==> src/cbd_pkg.sv <==
// shared types, constants and the hex digit decode function of the chunked body decoder
`default_nettype none

package cbd_pkg;

    // default width of the chunk size counter
    localparam int CBD_SIZE_BITS = 24;

    // ascii codes of the line terminator
    localparam logic [7:0] CHR_CR = 8'h0d;
    localparam logic [7:0] CHR_LF = 8'h0a;

    // ascii ranges of hex digits
    localparam logic [7:0] CHR_0     = 8'h30;
    localparam logic [7:0] CHR_9     = 8'h39;
    localparam logic [7:0] CHR_LOW_A = 8'h61;
    localparam logic [7:0] CHR_LOW_F = 8'h66;
    localparam logic [7:0] CHR_UP_A  = 8'h41;
    localparam logic [7:0] CHR_UP_F  = 8'h46;

    // bytes skipped after the data of a chunk
    localparam logic [1:0] SKIP_COUNT = 2'd2;

    // decoder phase
    typedef enum logic [2:0] {
        PH_DIGITS = 3'd0,
        PH_LINE   = 3'd1,
        PH_DATA   = 3'd2,
        PH_SKIP   = 3'd3,
        PH_DONE   = 3'd4
    } t_phase;

    // result kind
    typedef enum logic [2:0] {
        K_NONE  = 3'd0,
        K_DATA  = 3'd1,
        K_DONE  = 3'd2,
        K_OVER  = 3'd3,
        K_TRUNC = 3'd4
    } t_kind;

    // one input request as held in the input register
    typedef struct packed {
        logic [7:0] in_byte;
        logic       last;
    } t_in_req;

    // one result as produced by the step logic
    typedef struct packed {
        logic [7:0] out_byte;
        t_kind      kind;
    } t_result;

    // hex digit decode
    typedef struct packed {
        logic       valid;
        logic [3:0] value;
    } t_hex;

    function automatic t_hex hex_decode(input logic [7:0] c);
        t_hex       h;
        logic [7:0] diff;
        h    = '{valid: 1'b0, value: 4'd0};
        diff = 8'd0;
        if (c >= CHR_0 && c <= CHR_9) begin
            diff    = c - CHR_0;
            h.valid = 1'b1;
            h.value = diff[3:0];
        end else if (c >= CHR_LOW_A && c <= CHR_LOW_F) begin
            diff    = c - CHR_LOW_A + 8'd10;
            h.valid = 1'b1;
            h.value = diff[3:0];
        end else if (c >= CHR_UP_A && c <= CHR_UP_F) begin
            diff    = c - CHR_UP_A + 8'd10;
            h.valid = 1'b1;
            h.value = diff[3:0];
        end
        return h;
    endfunction

endpackage

`default_nettype wire

==> src/cbd_if.sv <==
// valid/ready channel interfaces for raw input bytes and decoded results
`default_nettype none

interface cbd_in_if;
    logic       valid;
    logic       ready;
    logic [7:0] in_byte;
    logic       end_of_body;

    modport source (output valid, output in_byte, output end_of_body, input ready);
    modport sink   (input valid, input in_byte, input end_of_body, output ready);
endinterface

interface cbd_out_if;
    logic       valid;
    logic       ready;
    logic [7:0] out_byte;
    logic [2:0] kind;

    modport source (output valid, output out_byte, output kind, input ready);
    modport sink   (input valid, input out_byte, input kind, output ready);
endinterface

`default_nettype wire

==> src/cbd_core.sv <==
// decoder state registers and the single-pass step logic for one byte
`default_nettype none

module cbd_core
    import cbd_pkg::*;
#(
    parameter int SIZE_BITS = CBD_SIZE_BITS
) (
    input  wire logic    i_clk,
    input  wire logic    i_rst_n,
    input  wire logic    i_step,
    input  wire t_in_req i_req,
    output t_result      o_result
);

    t_phase               r_phase,       n_phase;
    logic [SIZE_BITS-1:0] r_chunk_count, n_chunk_count;
    logic                 r_saw_digit,   n_saw_digit;
    logic                 r_prev_was_cr, n_prev_was_cr;
    logic [1:0]           r_skip_left,   n_skip_left;

    t_hex                 hex;
    logic [SIZE_BITS-1:0] count_dec;
    logic                 is_crlf;

    assign hex       = hex_decode(i_req.in_byte);
    assign count_dec = r_chunk_count - {{(SIZE_BITS-1){1'b0}}, 1'b1};
    assign is_crlf   = (i_req.in_byte == CHR_LF) && r_prev_was_cr;

    // state register
    always_ff @(posedge i_clk) begin
        if (!i_rst_n) begin
            r_phase       <= PH_DIGITS;
            r_chunk_count <= '0;
            r_saw_digit   <= 1'b0;
            r_prev_was_cr <= 1'b0;
            r_skip_left   <= 2'd0;
        end else if (i_step) begin
            r_phase       <= n_phase;
            r_chunk_count <= n_chunk_count;
            r_saw_digit   <= n_saw_digit;
            r_prev_was_cr <= n_prev_was_cr;
            r_skip_left   <= n_skip_left;
        end
    end

    // next state and result for the byte in the input register
    always_comb begin
        n_phase       = r_phase;
        n_chunk_count = r_chunk_count;
        n_saw_digit   = r_saw_digit;
        n_prev_was_cr = r_prev_was_cr;
        n_skip_left   = r_skip_left;
        o_result      = '{out_byte: 8'd0, kind: K_NONE};

        unique case (r_phase)
            PH_DIGITS, PH_LINE: begin
                if (r_phase == PH_DIGITS && hex.valid) begin
                    // another size digit, unless the top nibble is already used
                    if (r_chunk_count[SIZE_BITS-1 -: 4] != 4'd0) begin
                        n_phase       = PH_DONE;
                        o_result.kind = K_OVER;
                    end else begin
                        n_chunk_count = {r_chunk_count[SIZE_BITS-5:0], hex.value};
                        n_saw_digit   = 1'b1;
                    end
                end else begin
                    // rest of the size line up to cr lf
                    n_phase = PH_LINE;
                    if (is_crlf) begin
                        n_prev_was_cr = 1'b0;
                        if (!r_saw_digit || r_chunk_count == '0) begin
                            n_phase       = PH_DONE;
                            o_result.kind = K_DONE;
                        end else begin
                            n_phase = PH_DATA;
                        end
                    end else begin
                        n_prev_was_cr = (i_req.in_byte == CHR_CR);
                    end
                end
            end
            PH_DATA: begin
                o_result.kind     = K_DATA;
                o_result.out_byte = i_req.in_byte;
                n_chunk_count     = count_dec;
                if (count_dec == '0) begin
                    n_phase     = PH_SKIP;
                    n_skip_left = SKIP_COUNT;
                end
            end
            PH_SKIP: begin
                n_skip_left = r_skip_left - 2'd1;
                if (n_skip_left == 2'd0) begin
                    n_phase       = PH_DIGITS;
                    n_chunk_count = '0;
                    n_saw_digit   = 1'b0;
                    n_prev_was_cr = 1'b0;
                end
            end
            default: begin
            end
        endcase

        // end of body: report truncation and rearm
        if (i_req.last) begin
            if (n_phase != PH_DONE) begin
                o_result = '{out_byte: 8'd0, kind: K_TRUNC};
            end
            n_phase       = PH_DIGITS;
            n_chunk_count = '0;
            n_saw_digit   = 1'b0;
            n_prev_was_cr = 1'b0;
            n_skip_left   = 2'd0;
        end
    end

endmodule

`default_nettype wire

==> src/chunked_body_decoder_top.sv <==
// chunked body decoder: input register, step logic and result register
// an accepted request passes the input register, then the result register
// throughput: one byte per cycle while the result register is free or drains
// every accepted byte gives exactly one result, kind 0 included
// synchronous active-low reset returns the decoder to the size digits phase
// and empties both the input and the result register
`default_nettype none

module chunked_body_decoder_top
    import cbd_pkg::*;
#(
    parameter int SIZE_BITS = CBD_SIZE_BITS
) (
    input  wire logic i_clk,
    input  wire logic i_rst_n,
    cbd_in_if.sink    i_in,
    cbd_out_if.source o_out
);

    logic       r_in_valid;
    t_in_req    r_in_req;
    logic       r_out_valid;
    t_result    r_out;
    t_result    step_result;
    logic       step;

    // the held byte moves on when the result register is free or drains
    assign step       = r_in_valid && (!r_out_valid || o_out.ready);
    assign i_in.ready = !r_in_valid || step;

    // input register
    always_ff @(posedge i_clk) begin
        if (!i_rst_n) begin
            r_in_valid <= 1'b0;
        end else if (i_in.ready) begin
            r_in_valid <= i_in.valid;
        end
    end

    always_ff @(posedge i_clk) begin
        if (i_in.ready && i_in.valid) begin
            r_in_req <= '{in_byte: i_in.in_byte, last: i_in.end_of_body};
        end
    end

    // decoder state and step logic
    cbd_core #(
        .SIZE_BITS (SIZE_BITS)
    ) u_core (
        .i_clk    (i_clk),
        .i_rst_n  (i_rst_n),
        .i_step   (step),
        .i_req    (r_in_req),
        .o_result (step_result)
    );

    // result register
    always_ff @(posedge i_clk) begin
        if (!i_rst_n) begin
            r_out_valid <= 1'b0;
        end else if (step) begin
            r_out_valid <= 1'b1;
        end else if (o_out.ready) begin
            r_out_valid <= 1'b0;
        end
    end

    always_ff @(posedge i_clk) begin
        if (step) begin
            r_out <= step_result;
        end
    end

    assign o_out.valid    = r_out_valid;
    assign o_out.out_byte = r_out.out_byte;
    assign o_out.kind     = r_out.kind;

endmodule

`default_nettype wire
==> src/flat_wrapper.sv <==
// flat-port wrapper written by rule: the top's interface ports become plain ports
module chunked_body_decoder_top_flat import cbd_pkg::*;
#(
    parameter int SIZE_BITS = CBD_SIZE_BITS
)
  (i_clk, i_rst_n, i_in_valid, i_in_in_byte, i_in_end_of_body, i_in_ready, o_out_valid, o_out_out_byte, o_out_kind, o_out_ready);
  cbd_in_if i_in_i ();
  cbd_out_if o_out_i ();
  input  wire logic i_clk;
  input  wire logic i_rst_n;
  input wire logic [$bits(i_in_i.valid)-1:0] i_in_valid;
  input wire logic [$bits(i_in_i.in_byte)-1:0] i_in_in_byte;
  input wire logic [$bits(i_in_i.end_of_body)-1:0] i_in_end_of_body;
  output wire logic [$bits(i_in_i.ready)-1:0] i_in_ready;
  output wire logic [$bits(o_out_i.valid)-1:0] o_out_valid;
  output wire logic [$bits(o_out_i.out_byte)-1:0] o_out_out_byte;
  output wire logic [$bits(o_out_i.kind)-1:0] o_out_kind;
  input wire logic [$bits(o_out_i.ready)-1:0] o_out_ready;
  assign i_in_i.valid = i_in_valid;
  assign i_in_i.in_byte = i_in_in_byte;
  assign i_in_i.end_of_body = i_in_end_of_body;
  assign i_in_ready = i_in_i.ready;
  assign o_out_valid = o_out_i.valid;
  assign o_out_out_byte = o_out_i.out_byte;
  assign o_out_kind = o_out_i.kind;
  assign o_out_i.ready = o_out_ready;
  chunked_body_decoder_top #(.SIZE_BITS(SIZE_BITS)) u_core (.i_clk(i_clk), .i_rst_n(i_rst_n), .i_in(i_in_i), .o_out(o_out_i));
endmodule
==> config.mk <==
export PLATFORM = sky130hd
export DESIGN_NAME = chunked_body_decoder_top_flat
export DESIGN_NICKNAME = d
export VERILOG_FILES = /design/src/cbd_pkg.sv /design/src/cbd_if.sv /design/src/cbd_core.sv /design/src/chunked_body_decoder_top.sv /design/src/flat_wrapper.sv
export SDC_FILE = /design/constraint.sdc
export NUM_CORES = 1
export LEC_CHECK = 0
export BUFFER_PORTS_ARGS = -buffer_cell sky130_fd_sc_hd__buf_4
export CORE_UTILIZATION = 40
export CTS_CLUSTER_DIAMETER = 100
export DETAILED_ROUTE_END_ITERATION = 8
export REMOVE_ABC_BUFFERS = 1
export SLEW_MARGIN = 30
export SYNTH_ARGS = -nofsm -noshare
export SYNTH_HDL_FRONTEND = slang
export SYNTH_HIERARCHICAL = 1
export SYNTH_SLANG_ARGS = --single-unit
==> constraint.sdc <==
create_clock -name i_clk -period 3.05 [get_ports i_clk]
set_input_delay 0.61 -clock i_clk [delete_from_list [all_inputs] [get_ports i_clk]]
set_output_delay 0.61 -clock i_clk [all_outputs]
set_load 0.01 [all_outputs]
==> flow_metrics.tcl <==
set metrics [dict create \
    status "finished clean" \
    cts_resized 0 \
    h-tree-depth 2 \
    final_area_um2 3700 \
    hold_class "input port to register" \
    period_minus_slack_ns 2.74 \
    yosysWarningCount 6 \
    yosys-top-cells-area "dfxtp_1 20%, edfxtp_1 18%, a22o_1 5.4%, a21boi_0 4.1%, nand2_1 3.0%" \
    root_buffer "clkbuf_8" \
    hold-worst-slack_ns 0.451 \
    cts_sinks 53 \
    ys_ff_latch 53 \
    cp-start-kind "register" \
    worstPathRequired_ns 3.27 \
    crit_start "u_core/u_core/r_chunk_count[0]$_SDFFE_PN0P_" \
    clk_latency_ns 0.32 \
    grt_pass1_vias 2621 \
    rows 32 \
    via_count 2851 \
    crit_end "u_core/u_core/r_skip_left[0]$_SDFFE_PN0P_" \
    relSlewSlack_pct 44.4 \
    drtIter0Drc 205 \
    fmax_mhz 365 \
    layout_commonest_cell "buf_4" \
    final_net_count 409 \
    crit_type "register to register" \
    die_area_um2 8540 \
    firstDrtPassIters 4 \
    synth_edf_count 20 \
    gr-total-overflow 0 \
    path_buf_inv 2 \
    crit_path_end_kind "register" \
    fin_worst_skew_ns 0.0102 \
    postCtsHoldBufs 0 \
    place_hpwl_mm 5.82 \
    area_growth_pct 13.3 \
    hold_violations 0 \
    die_x_um 92.4 \
    die_y_um 92.4 \
    slowest_stage "or4b_2" \
    cap_violations 0 \
    syn_avg_cell_area_um2 8.93 \
    synth.distinct_cells 59 \
    r2r_end "u_core/u_core/r_skip_left[0]$_SDFFE_PN0P_" \
    placedInstanceArea_um2 3610 \
    setup_tns_ns 0 \
    routed_wl_mm 8.07 \
    peakVddDrop_uv 234 \
    grt_max_degree 28 \
    reg2regPathDepth 9 \
    diodes 0 \
    antenna_found_initial 0 \
    setup_viol 0 \
    postSynth.topFlopCell "dfxtp_1" \
    ys_async_sr_fraction_pct 0 \
    rr_startpoint "u_core/u_core/r_chunk_count[0]$_SDFFE_PN0P_" \
    grt_use_total_pct 20.0 \
    yosysTopAreaCellShare_pct 20.2 \
    ys_seq_area_share_pct 38.6 \
    drive_gt1_share_pct 17.7 \
    viasPerCell 5.79 \
    slew_violations 0 \
    p_per_area_nw_per_um2 356 \
    cp_top_family "simple AND/OR/NAND/NOR gates" \
    slowest_delay_ns 0.60 \
    worstMarginPinSlew_ns 0.834 \
    cp.arrival_ns 2.96 \
    crit_path_cell_trace "inv_1, ha_1, buf_4, or4b_2, o21ai_0, and3_1, o2111ai_1, or4_4, a22o_1" \
    synth_area_leader_cell "dfxtp_1" \
    io_pins 26 \
    p_leak_uw 0.00144 \
    r2r_slack_ns 0.31 \
    drc 0 \
    syn_inst 366 \
    total_power_uw 1320 \
    period_share_pct 89.7 \
    io_buffer_count 25 \
    mostFrequentLayoutCells "43 x buf_4, 33 x dfxtp_1, 26 x nand2_1, 21 x nor2_1" \
    cp_max_fo 9 \
    wl_per_cell_um 16.4 \
    cts_tree "yes" \
    ant_nets 0 \
    cts_buffers 5 \
    rsz0062_at_grt "no" \
    cp.depth 9 \
    place.gp.congestion 0.920 \
    grt_pass1_wl_mm 13.6 \
    cts_buffer_depth 2 \
    clk_pin_slew_worst_paths_ns 0.11 \
    core_um2 7810 \
    syn-cell-area_um2 3270 \
    initial_core_util_pct 41.9 \
    post-cts-setup-buffer-count 0 \
]
-- cells by family (layout without fill, tap and decap cells) --
logic type	Yosys count	count (layout)	synth area share, %
compound gates	108	108	23.9
xor+xnor	13	13	3.48
fa+ha+maj	7	7	2.68
buf+inv	40	64	4.94
flops	53	53	38.6
mux	4	4	1.30
simple gates	141	141	25.1
-- final cells by class --
type,count,area (µm²)
Fill cell,779,4100
Multi-Input combinational cell,273,1850
Sequential cell,53,1260
Timing Repair Buffer,43,323
Tap cell,102,128
Clock buffer,5,68.8
Inverter,13,48.8
Clock inverter,3,28.8
-- stage by stage --
step | setup slack (ns) | instances | util [%]
6_report | 0.313 | 492 | 47.4
5_1_grt | 0.144 | 492 | 47.4
4_1_cts | 0.292 | 492 | 47.4
3_5_place_dp | 0.311 | 484 | 46.2
3_3_place_gp | 0.378 | 484 | 46.2
2_1_floorplan | 0.275 | 339 | -
-- registers in the layout, summed over array words and instances (netlist names) --
| name | count |
|---|---|
| u_core/u_core/r_skip_left | 2 |
| u_core/r_in_valid | 1 |
| u_core/u_core/r_prev_was_cr | 1 |
| u_core/o_out.out_byte | 8 |
| u_core/u_core/r_chunk_count | 24 |
| u_core/r_in_req | 9 |
| u_core/o_out.valid | 1 |
| u_core/o_out.kind | 3 |
| u_core/u_core/r_saw_digit | 1 |
| u_core/u_core/r_phase | 3 |
-- where the power goes --
| part | switching [µW] | total (µW) | internal, µW | leakage [µW] |
|---|---|---|---|---|
| sequential | 17.7 | 768 | 750 | 0.000461 |
| clock | 270 | 442 | 172 | 0.0000506 |
| combinational | 62.6 | 110 | 46.9 | 0.000931 |
| total | 350 | 1320 | 970 | 0.00144 |
-- per-layer routing --
layer | wire length [µm] | share of wire (%) | vias to the layer above | track usage, %
met2 | 3670 | 46 | 60 | 30.3
li1 | - | - | 1413 | -
met4 | 71 | 0.88 | 0 | 6.12
met3 | 320 | 4.0 | 6 | 3.45
met1 | 4010 | 50 | 1372 | 28.9
met5 | 0 | 0 | - | 0
-- worst min-delay path by stage --
stage                                                         start                                         to  depth (start not counted)
final                                               i_in_in_byte[1]               u_core/r_in_req[2]$_DFFE_PP_                          1
after CTS                                           i_in_in_byte[2]               u_core/r_in_req[3]$_DFFE_PP_                          1
after global routing                                i_in_in_byte[2]               u_core/r_in_req[3]$_DFFE_PP_                          1
after global placement       u_core/u_core/r_saw_digit$_SDFFE_PN0P_     u_core/u_core/r_saw_digit$_SDFFE_PN0P_                          2
after floorplan              u_core/u_core/r_saw_digit$_SDFFE_PN0P_     u_core/u_core/r_saw_digit$_SDFFE_PN0P_                          2
after detailed placement  u_core/u_core/r_skip_left[1]$_SDFFE_PN0P_  u_core/u_core/r_skip_left[1]$_SDFFE_PN0P_                          2
-- Yosys cell counts, types with 4 or more instances --
| master | number |
|---|---|
| a21boi_0 | 18 |
| a21o_1 | 5 |
| a21oi_1 | 13 |
| a22o_1 | 20 |
| a31oi_1 | 4 |
| and2_1 | 7 |
| clkbuf_1 | 23 |
| dfxtp_1 | 33 |
| edfxtp_1 | 20 |
| ha_1 | 7 |
| inv_1 | 13 |
| nand2_1 | 26 |
| nand2b_1 | 5 |
| nand3_1 | 14 |
| nand4_1 | 12 |
| nor2_1 | 21 |
| nor3_1 | 12 |
| nor4_1 | 8 |
| o211ai_1 | 5 |
| o21a_1 | 4 |
| o21ai_0 | 18 |
| or3_1 | 7 |
| xnor2_1 | 10 |
-- worst reg2reg max path, cell delays in order, from the launching register on --
cell and delay [ns]:
dfxtp_1 0.41, inv_1 0.09, ha_1 0.15, buf_4 0.15
or4b_2 0.60, o21ai_0 0.21, and3_1 0.19, o2111ai_1 0.11
or4_4 0.52, a22o_1 0.21
Power figures use the tool's default switching activity.
